===== src/hw/rtl/dssb_pkg.sv =====
// ----------------------------------------------------------------------------
// dssb_pkg
// Shared types, codes and helpers for the dual stack shared buffer.
// ----------------------------------------------------------------------------
package dssb_pkg;

  // Store geometry.
  localparam int DEPTH  = 16;
  localparam int DATA_W = 32;
  localparam int ADDR_W = $clog2(DEPTH);
  localparam int CNT_W  = $clog2(DEPTH + 1);

  // Operation codes.
  localparam logic [1:0] KIND_PUSH = 2'd0;
  localparam logic [1:0] KIND_POP  = 2'd1;
  localparam logic [1:0] KIND_DUMP = 2'd2;

  // Status codes.
  localparam logic [1:0] ST_OK    = 2'd0;
  localparam logic [1:0] ST_FULL  = 2'd1;
  localparam logic [1:0] ST_EMPTY = 2'd2;

  // Stack selection.
  localparam logic SEL_LOWER = 1'b0;
  localparam logic SEL_UPPER = 1'b1;

  // One input transaction.
  typedef struct packed {
    logic [1:0]               kind;
    logic                     stack_select;
    logic signed [DATA_W-1:0] push_value;
  } in_item_t;

  // One result transaction.
  typedef struct packed {
    logic signed [DATA_W-1:0] data_value;
    logic [1:0]               status;
    logic                     last_of_run;
  } out_item_t;

  // Store entry of position pos (0 is the bottom) of the selected stack.
  // The upper stack counts down from the top entry.
  function automatic logic [ADDR_W-1:0] slot_of(input logic sel,
                                                input logic [ADDR_W-1:0] pos);
    logic [ADDR_W-1:0] top_idx;
    top_idx = ADDR_W'(DEPTH - 1);
    if (sel == SEL_UPPER) begin
      return top_idx - pos;
    end
    return pos;
  endfunction

endpackage


===== src/hw/rtl/dssb_ram.sv =====
// ----------------------------------------------------------------------------
// dssb_ram
// Generic single-write, single-read synchronous RAM with a registered read.
// ----------------------------------------------------------------------------
module dssb_ram #(
  parameter int WIDTH = 32,
  parameter int DEPTH = 16
) (
  input  logic                     clk,
  input  logic                     wr_en,
  input  logic [$clog2(DEPTH)-1:0] wr_addr,
  input  logic [WIDTH-1:0]         wr_data,
  input  logic                     rd_en,
  input  logic [$clog2(DEPTH)-1:0] rd_addr,
  output logic [WIDTH-1:0]         rd_data
);

  logic [WIDTH-1:0] mem [DEPTH];

  // Write port.
  always_ff @(posedge clk) begin
    if (wr_en) begin
      mem[wr_addr] <= wr_data;
    end
  end

  // Read port; the data holds until the next read.
  always_ff @(posedge clk) begin
    if (rd_en) begin
      rd_data <= mem[rd_addr];
    end
  end

endmodule


===== src/hw/rtl/dual_stack_shared_buffer.sv =====
// ----------------------------------------------------------------------------
// dual_stack_shared_buffer
// Two LIFO stacks in one shared word store, driven by push, pop and dump.
// ----------------------------------------------------------------------------
// Usage:
// The input channel (in_valid, in_stall, in_item) carries one operation per
// transaction: push, pop or dump on the lower or the upper stack. The result
// channel (out_valid, out_stall, out_item) returns one result per push or pop
// and one result per entry for a dump, the last one marked by last_of_run.
// The block takes a new transaction only when it is idle; a waiting result in
// the output register does not hold off acceptance.
// Sequence: a push result is loaded into the output register from S_EXEC, a
// pop result from S_RDWAIT after the store read issued in S_EXEC. A dump goes
// on from S_EXEC through S_DUMPRD and S_RDWAIT once per entry, one result each.
// The block cannot take a new transaction until it is back in S_IDLE; the
// single read port of the store and its registered read set these steps.
// Stall on the result channel holds the output register and the sequencer
// waits for it to drain before loading the next result.
// Reset clears both stack counts and the sequencer; the store content is left
// as it is and is only read at entries that have been written.
// ----------------------------------------------------------------------------
module dual_stack_shared_buffer (
  input  logic                clk,
  input  logic                rst_n,
  input  logic                in_valid,
  output logic                in_stall,
  input  dssb_pkg::in_item_t  in_item,
  output logic                out_valid,
  input  logic                out_stall,
  output dssb_pkg::out_item_t out_item
);

  typedef enum logic [3:0] {
    S_IDLE   = 4'b0001,
    S_EXEC   = 4'b0010,
    S_DUMPRD = 4'b0100,
    S_RDWAIT = 4'b1000
  } state_t;

  state_t                          state_r, state_nxt;
  logic [dssb_pkg::CNT_W-1:0]      lower_r, lower_nxt;
  logic [dssb_pkg::CNT_W-1:0]      upper_r, upper_nxt;
  logic [dssb_pkg::ADDR_W-1:0]     pos_r, pos_nxt;
  dssb_pkg::in_item_t              item_r;
  dssb_pkg::out_item_t             out_item_r, emit_item;
  logic                            out_valid_r;

  logic                            ram_wr_en, ram_rd_en;
  logic [dssb_pkg::ADDR_W-1:0]     ram_wr_addr, ram_rd_addr;
  logic [dssb_pkg::DATA_W-1:0]     ram_rd_data;

  logic [dssb_pkg::CNT_W-1:0]      cur_cnt;
  logic [dssb_pkg::CNT_W:0]        total_cnt;
  logic                            full, empty, out_free, emit, is_last;
  logic [dssb_pkg::ADDR_W-1:0]     top_pos, last_pos;

  // Shared store; a write and a later read of the same entry are always
  // separated by a return through S_IDLE, so no forwarding is needed.
  dssb_ram #(
    .WIDTH(dssb_pkg::DATA_W),
    .DEPTH(dssb_pkg::DEPTH)
  ) u_store (
    .clk    (clk),
    .wr_en  (ram_wr_en),
    .wr_addr(ram_wr_addr),
    .wr_data(item_r.push_value),
    .rd_en  (ram_rd_en),
    .rd_addr(ram_rd_addr),
    .rd_data(ram_rd_data)
  );

  // Status of the selected stack.
  assign cur_cnt   = (item_r.stack_select == dssb_pkg::SEL_UPPER) ? upper_r : lower_r;
  assign total_cnt = {1'b0, lower_r} + {1'b0, upper_r};
  assign full      = (total_cnt >= (dssb_pkg::CNT_W + 1)'(dssb_pkg::DEPTH));
  assign empty     = (cur_cnt == '0);
  assign top_pos   = cur_cnt[dssb_pkg::ADDR_W-1:0];
  assign last_pos  = dssb_pkg::ADDR_W'(cur_cnt - 1'b1);
  assign is_last   = (item_r.kind == dssb_pkg::KIND_POP) || (pos_r == last_pos);
  assign out_free  = !out_valid_r || !out_stall;

  assign in_stall  = (state_r != S_IDLE);
  assign out_valid = out_valid_r;
  assign out_item  = out_item_r;

  // Sequencer.
  always_comb begin
    state_nxt   = state_r;
    lower_nxt   = lower_r;
    upper_nxt   = upper_r;
    pos_nxt     = pos_r;
    ram_wr_en   = 1'b0;
    ram_wr_addr = dssb_pkg::slot_of(item_r.stack_select, top_pos);
    ram_rd_en   = 1'b0;
    ram_rd_addr = dssb_pkg::slot_of(item_r.stack_select, pos_r);
    emit        = 1'b0;
    emit_item   = '0;
    case (state_r)
      S_IDLE: begin
        if (in_valid) begin
          state_nxt = S_EXEC;
        end
      end
      S_EXEC: begin
        case (item_r.kind)
          dssb_pkg::KIND_PUSH: begin
            if (out_free) begin
              emit                  = 1'b1;
              emit_item.last_of_run = 1'b1;
              state_nxt             = S_IDLE;
              if (full) begin
                emit_item.status = dssb_pkg::ST_FULL;
              end else begin
                emit_item.status = dssb_pkg::ST_OK;
                ram_wr_en        = 1'b1;
                if (item_r.stack_select == dssb_pkg::SEL_UPPER) begin
                  upper_nxt = upper_r + 1'b1;
                end else begin
                  lower_nxt = lower_r + 1'b1;
                end
              end
            end
          end
          dssb_pkg::KIND_POP, dssb_pkg::KIND_DUMP: begin
            if (empty) begin
              if (out_free) begin
                emit                  = 1'b1;
                emit_item.status      = dssb_pkg::ST_EMPTY;
                emit_item.last_of_run = 1'b1;
                state_nxt             = S_IDLE;
              end
            end else if (item_r.kind == dssb_pkg::KIND_POP) begin
              ram_rd_en   = 1'b1;
              ram_rd_addr = dssb_pkg::slot_of(item_r.stack_select, last_pos);
              state_nxt   = S_RDWAIT;
              if (item_r.stack_select == dssb_pkg::SEL_UPPER) begin
                upper_nxt = upper_r - 1'b1;
              end else begin
                lower_nxt = lower_r - 1'b1;
              end
            end else begin
              pos_nxt   = '0;
              state_nxt = S_DUMPRD;
            end
          end
          default: begin
            state_nxt = S_IDLE;
          end
        endcase
      end
      S_DUMPRD: begin
        ram_rd_en = 1'b1;
        state_nxt = S_RDWAIT;
      end
      S_RDWAIT: begin
        if (out_free) begin
          emit                  = 1'b1;
          emit_item.data_value  = $signed(ram_rd_data);
          emit_item.status      = dssb_pkg::ST_OK;
          emit_item.last_of_run = is_last;
          if (is_last) begin
            state_nxt = S_IDLE;
          end else begin
            pos_nxt   = pos_r + 1'b1;
            state_nxt = S_DUMPRD;
          end
        end
      end
      default: begin
        state_nxt = S_IDLE;
      end
    endcase
  end

  // Control registers.
  always_ff @(posedge clk) begin
    if (!rst_n) begin
      state_r     <= S_IDLE;
      lower_r     <= '0;
      upper_r     <= '0;
      out_valid_r <= 1'b0;
    end else begin
      state_r <= state_nxt;
      lower_r <= lower_nxt;
      upper_r <= upper_nxt;
      if (emit) begin
        out_valid_r <= 1'b1;
      end else if (!out_stall) begin
        out_valid_r <= 1'b0;
      end
    end
  end

  // Payload registers.
  always_ff @(posedge clk) begin
    pos_r <= pos_nxt;
    if (in_valid && !in_stall) begin
      item_r <= in_item;
    end
    if (emit) begin
      out_item_r <= emit_item;
    end
  end

  // The two stacks never hold more words than the store has.
  a_no_overlap: assert property (@(posedge clk) disable iff (!rst_n)
    ({1'b0, lower_r} + {1'b0, upper_r}) <= (dssb_pkg::CNT_W + 1)'(dssb_pkg::DEPTH))
    else $error("stack counts exceed the store depth");

  // A store write happens only for a push that finds room.
  a_write_room: assert property (@(posedge clk) disable iff (!rst_n)
    ram_wr_en |-> (state_r == S_EXEC) && !full)
    else $error("store written without room");

  // The store is never read and written in the same cycle.
  a_rd_wr_apart: assert property (@(posedge clk) disable iff (!rst_n)
    !(ram_wr_en && ram_rd_en))
    else $error("store read and write overlap");

  // The final result of a run returns the sequencer to idle.
  a_last_idle: assert property (@(posedge clk) disable iff (!rst_n)
    (state_r == S_RDWAIT) && emit && is_last |=> (state_r == S_IDLE))
    else $error("sequencer did not return to idle after a run");

endmodule


===== config.mk =====
export PLATFORM = sky130hd
export DESIGN_NAME = dual_stack_shared_buffer
export DESIGN_NICKNAME = d
export VERILOG_FILES = /design/src/hw/rtl/dssb_pkg.sv /design/src/hw/rtl/dssb_ram.sv /design/src/hw/rtl/dual_stack_shared_buffer.sv
export SDC_FILE = /design/constraint.sdc
export NUM_CORES = 1
export LEC_CHECK = 0
export CAP_MARGIN = 20
export CORE_ASPECT_RATIO = 1.1
export CORE_UTILIZATION = 50
export DETAILED_ROUTE_END_ITERATION = 16
export DONT_BUFFER_PORTS = 1
export PLACE_DENSITY_LB_ADDON = 0.15
export SYNTH_ARGS = -nofsm -noshare
export SYNTH_HDL_FRONTEND = slang
export SYNTH_SLANG_ARGS = --single-unit

===== constraint.sdc =====
create_clock -name clk -period 5.9 [get_ports clk]
set_clock_uncertainty 0.05 [all_clocks]
set_input_delay 0.885 -clock clk [delete_from_list [all_inputs] [get_ports clk]]
set_output_delay 0.885 -clock clk [all_outputs]
set_load 0.02 [all_outputs]

# ---- Word level (Yosys, flattened, before mapping)
# Memory sizes are Yosys's and may differ from the RTL's. A register that Yosys moved wholly into a read port is not among the register bits.
# Index checks and enable logic that the tools add are counted.
dict set report word_totals {
  ff_bits 89
  ram_bits 512
  in_bits 39
  output_inout_bits 37
  elab_cells 129
  mem_count 1
}
dict set report op_classes {
  addsub 10
  order_cmp 1
  eq_ne 23
  mux 67
  n_reduce_logical 16
}
# memory words width read_ports rd_ports_with_merged_regs wr line
set mem_list {}
lappend mem_list {u_store.mem 16 32 1 1 1 dssb_ram.sv:18} ;# logic [WIDTH-1:0] mem [DEPTH];
# op n
set op_table {}
lappend op_table {{$mux W4} 20}
lappend op_table {{$mux W5} 13}
lappend op_table {{$ne A2 B2 Y1 const B} 13}
lappend op_table {{$mux W1} 20}
lappend op_table {{$pmux W5 S2} 2}
lappend op_table {{$pmux W4 S2} 2}
lappend op_table {{$pmux W4 S4} 1}
lappend op_table {{$reduce_and A8 Y1} 2}
lappend op_table {{$pmux W3 S2} 2}
lappend op_table {{$sub A4 B4 Y4 const A} 3}
lappend op_table {{$add A5 B1 Y5 const B} 2}
lappend op_table {{$sub A5 B1 Y5 const B} 2}
lappend op_table {{$mux W3} 3}
lappend op_table {{$add A5 B5 Y6} 1}
lappend op_table {{$ge A6 B5 Y1 const B} 1}
lappend op_table {{$pmux W1 S2} 3}
lappend op_table {{$reduce_and A6 Y1} 1}
lappend op_table {{$logic_not A5 Y1} 1}
lappend op_table {{$add A4 B1 Y4 const B} 1}
lappend op_table {{$eq A4 B1 Y1 const B} 1}
lappend op_table {{$eq A4 B2 Y1 const B} 1}
lappend op_table {{$eq A4 B3 Y1 const B} 1}
lappend op_table {{$eq A4 B4 Y1} 1}
lappend op_table {{$eq A4 B4 Y1 const B} 1}
lappend op_table {{other kinds (13)} 19}

# ---- Longest topological paths before layout
dict set report depth {
  depth_word 10
  ltp_mapped 16
}

# ---- Hierarchy
# From an unflattened synthesis, not the netlist that was laid out.
dict set report hier_totals {
  cells_unflattened 1146
  hier_area_um2 24202.0
}
# mod n_inst cells_per_inst area_per_inst_um2 seq_area_each_um2
set by_module_without_submodules {}
lappend by_module_without_submodules {dssb_ram 1 838 20155.6 16335.7}
lappend by_module_without_submodules {dual_stack_shared_buffer 1 308 4046.4 2522.4}

# ---- Worst setup path after synthesis
# OpenSTA, ideal clock, no wires.
dict set report synth_timing {
  path_kind {register to register}
  from {register item_r[32] (netlist bit)}
  to {register out_item_r (netlist bit out_item[0]), enable pin}
  setup_ns 0.441
  arrival_ns 4.446
  path_slack_ns 0.963
  stages_incl_launch_ff 11
  n_path_buf 3
  period_less_slack_ns 4.937
  path_cell_list {edfxtp_1 buf_2 buf_2 buf_1 mux2i_1 ha_1 or4b_4 o22ai_1 a21oi_1 or3_1 a21oi_1}
}
dict set report synth_via {
  elab_chain_cells 5
}
# item line
set synth_rtl {}
lappend synth_rtl {{start, declared} dual_stack_shared_buffer.sv:44} ;# dssb_pkg::in_item_t item_r;
lappend synth_rtl {{start signal, assigned} dual_stack_shared_buffer.sv:198} ;# item_r <= in_item;
lappend synth_rtl {{$mux W5} dual_stack_shared_buffer.sv:73} ;# assign cur_cnt = (item_r.stack_select == dssb_pkg::SEL_UPPER) ? upper_r : lower_r;
lappend synth_rtl {{$logic_not A5 Y1} dual_stack_shared_buffer.sv:76} ;# assign empty = (cur_cnt == '0);
lappend synth_rtl {{$mux W1} dual_stack_shared_buffer.sv:125} ;# if (empty) begin
lappend synth_rtl {{$pmux W1 S2} dual_stack_shared_buffer.sv:105} ;# case (item_r.kind)
lappend synth_rtl {{$pmux W1 S2} dual_stack_shared_buffer.sv:98} ;# case (state_r)
lappend synth_rtl {{via emit} dual_stack_shared_buffer.sv:54} ;# logic full, empty, out_free, emit, is_last;
lappend synth_rtl {{end signal, assigned} dual_stack_shared_buffer.sv:201} ;# out_item_r <= emit_item;
lappend synth_rtl {{end, declared} dual_stack_shared_buffer.sv:45} ;# dssb_pkg::out_item_t out_item_r, emit_item;
# The timed path passes the listed nets, and every way through them passes these cells.
# A chain may end at the register's enable or synchronous reset.

# ---- Final worst setup path
dict set report layout_timing {
  from {register item_r[32] (netlist bit)}
  to {register u_store.rd_data[16] (read register of u_store.mem) (data pin)}
}
dict set report layout_via {
  elab_chain_cells 10
  elab_cells_between_ends 19
}
# item line
set layout_rtl {}
lappend layout_rtl {{branches (longest 10 deep; another with $sub A4 B1 Y4)} n/a}
lappend layout_rtl {{end, declared} dssb_ram.sv:15} ;# output logic [WIDTH-1:0] rd_data
# Parallel ways; which one is timed is not known. The select of a mux whose other input is x is not followed.

==> impl_metrics.csv <==
group,metric,value,unit
run_status,outcome,"finished, final reports clean",
routing,drtAntennaViolNets,0,
placement,portBuffers,0,
timing,rsz0062_at_grt,"no",
floorplanning,die_h,238,µm
layout,syn2layout_area_growth,11.6,%
clock_network,cts_made_buffers,61,
synth,yosysWarnings,0,
synth,ys_seq_elements,633,
timing,fin_crit,5.37,ns
timing,setup_viol_count_final,0,
routing,wl,61800,µm
layout,diodes,0,
worst_setup_path,crit_buf_inv,1,
timing,period_share,0.911,
floorplanning,ios,76,
routing,post_drt_wl_per_cell,25.8,µm
clock_network,clockBufferDepth,3,
timing,timing.final.max_slew_violations,0,
global_routing,grt_pass1_vias,14600,
worst_setup_path,cp_top_family,"compound AO/OA/AOI/OAI gates",
timing,fmax,186,MHz
layout,final_area,28300,µm²
clock_network,clk_pin_slew,0.06,ns
worst_setup_path,cp-start-kind,"flip-flop",
timing,tightest_slew,1.07,ns
clock_network,post_cts_buffers,0,
floorplanning,dieArea,51700,µm²
clock_network,cts_root_buffer,"clkbuf_16",
power_and_ir_drop,leakagePower,9.33,nW
routing,first_pass_iters,5,
worst_setup_path,slowest_delay,0.96,ns
worst_setup_path,crit_required,6.20,ns
layout,final_common_cell,"edfxtp_1",
worst_setup_path,slowest_stage,"edfxtp_1",
global_routing,grt_pass1_wl,92500,µm
global_routing,grt-ovfl-total,0,
floorplanning,core-area,50100,µm²
global_routing,grt_usage,0.243,
routing,dr.first_iter.drc_count,1486,
timing,fin_tns_setup,0,ns
worst_setup_path,path_max_fanout,60,
synth,ys_types,59,
synth,async_reset_ff_frac,0,
placement,routabilityCongestion,0.801,
timing,relSlewSlack,0.283,
synth,postSynthCellCount,1689,
min_path,min_path_type,"input port to flip-flop",
layout,mostFrequentLayoutCells,"618 x edfxtp_1, 156 x nand2_1, 107 x nand3_1",
global_routing,grt_start_max_net_pins,70,
layout,drive_gt1_frac,0.0998,
floorplanning,initial_core_util,0.506,
synth,synth.avg_cell_area,15.0,µm²
placement,dpl.hpwl,33500,µm
power_and_ir_drop,p_total,9.27,mW
floorplanning,rows,86,
floorplanning,die_w,217,µm
routing,drc_errors,0,
worst_setup_path,end_kind,"flip-flop",
clock_network,cts_sinks,633,
worst_setup_path,critPathKind,"flip-flop to flip-flop",
synth,synth-seq-area-share,0.743,
synth,ys.flop_type,"edfxtp_1",
flow_run,maxCapViolations,0,
layout,nNetsFinal,1743,
clock_network,insertion_delay,0.62,ns
power_and_ir_drop,power_density,327,nW/µm²
clock_network,hold_buffers,0,
timing,finalHoldViolCount,0,
routing,vias_per_cell,6.16,
global_routing,grt_antenna_before_repair,0,
routing,vias,14800,
power_and_ir_drop,peakVddDrop,0.256,mV
placement,place_area,26400,µm²
clock_network,cts-resized-gates,0,
worst_setup_path,crit_arrival,5.67,ns
worst_setup_path,path_cells,"nor2b_1 > a21oi_1 > ha_1 > or4b_4 > o221a_1 > and3_2 > buf_4 > o21ai_0 > a211oi_1 > a2111oi_0 > or4b_1",
synth,synthesis.area,25400,µm²
synth,synth_edf_count,618,
clock_network,cts_tree,"built",
clock_network,htreeDepth,2,
synth,synth_nets,1746,
## layer usage
layer	GRT usage	wire [µm]	vias up
met5	0	0	-
met4	0.0822	1740	0
met3	0.0435	4100	106
met2	0.401	30100	544
met1	0.326	25900	7497
li1	-	-	6606
## synthesized netlist by cell type (all sizes together) (2+ instances only)
library cell / n / area share
and2: 8 / 0.0020
nor2: 32 / 0.0047
fa: 2 / 0.0016
nor3: 5 / 0.00099
xor2: 7 / 0.0024
a31oi: 6 / 0.0020
nor4b: 2 / 0.00094
a21boi: 4 / 0.0013
mux2: 32 / 0.014
o211ai: 2 / 0.00059
buf: 33 / 0.0073
a21oi: 76 / 0.015
ha: 16 / 0.0079
mux2i: 66 / 0.026
nand2: 158 / 0.024
o21ai: 111 / 0.022
o22ai: 35 / 0.0086
clkbuf: 86 / 0.013
dfxtp: 15 / 0.012
nand3: 108 / 0.022
nand3b: 2 / 0.00059
a22oi: 5 / 0.0015
nor4: 2 / 0.00049
a2111oi: 33 / 0.011
or3: 3 / 0.00074
nor2b: 4 / 0.00099
or4b: 33 / 0.013
nor3b: 3 / 0.00089
o21a: 4 / 0.0012
edfxtp: 618 / 0.73
a211oi: 96 / 0.028
nand2b: 2 / 0.00049
o31ai: 4 / 0.0012
xnor2: 14 / 0.0048
a21o: 5 / 0.0015
inv: 12 / 0.0018
and3: 36 / 0.0089
## metrics by stage
step	hold WS (ns)	worst slack [ns]	util	instances
floorplan	0.426	0.963	-	1689
global placement	0.460	0.688	0.525	2280
detailed placement	0.469	0.594	0.526	2281
CTS	0.254	0.588	0.564	2392
global route	0.254	0.230	0.565	2394
finish	0.283	0.526	0.565	2394
## sequential cells by signal, summed over array words and instances (netlist names)
| signal | flops |
|---|---|
| u_store.rd_data | 32 |
| u_store.mem | 512 |
| item_r | 35 |
| lower_r | 5 |
| out_item | 35 |
| state_r | 4 |
| out_valid | 1 |
| pos_r | 4 |
| upper_r | 5 |
## where the power goes
| part | total [mW] | switching, mW | internal [mW] | leakage [nW] |
|---|---|---|---|---|
| clock | 3.83 | 1.64 | 2.19 | 0.929 |
| sequential | 5.06 | 0.0750 | 4.98 | 5.76 |
| combinational | 0.383 | 0.256 | 0.127 | 2.63 |
| total | 9.27 | 1.97 | 7.30 | 9.33 |
## layout make-up
type / instances / area (µm²)
clock inverters: 37 / 365
repair buffers: 53 / 488
well taps: 660 / 826
flip-flops and latches: 633 / 18900
fillers: 3998 / 21800
clock buffers: 74 / 1580
multi-input cells: 925 / 6180
inverters: 12 / 45.0
## path summary, 6_finish.rpt
kind / from / to / slack, ns / cells past startpoint
worst min-delay path: rst_n / state_r[0]$_SDFFE_PN1P_ / 0.28 / 1
worst max register to register: item_r[32]$_DFFE_PP_ / u_store.rd_data[16]$_DFFE_PP_ / 0.53 / 11
worst max-delay path: item_r[32]$_DFFE_PP_ / u_store.rd_data[16]$_DFFE_PP_ / 0.53 / 11
worst min register to register: upper_r[4]$_SDFFE_PN0P_ / upper_r[4]$_SDFFE_PN0P_ / 0.47 / 2
## logic make-up (layout without fill, tap and decap cells)
group / Yosys count / after routing / share of synthesized area
buf+inv: 131 / 176 / 0.0218
flops: 633 / 633 / 0.743
simple gates: 400 / 400 / 0.0810
mux: 98 / 98 / 0.0402
fa+ha+maj: 18 / 18 / 0.00946
compound gates: 388 / 388 / 0.0976
xor+xnor: 21 / 21 / 0.00724
(Power assumes the default switching activity.)
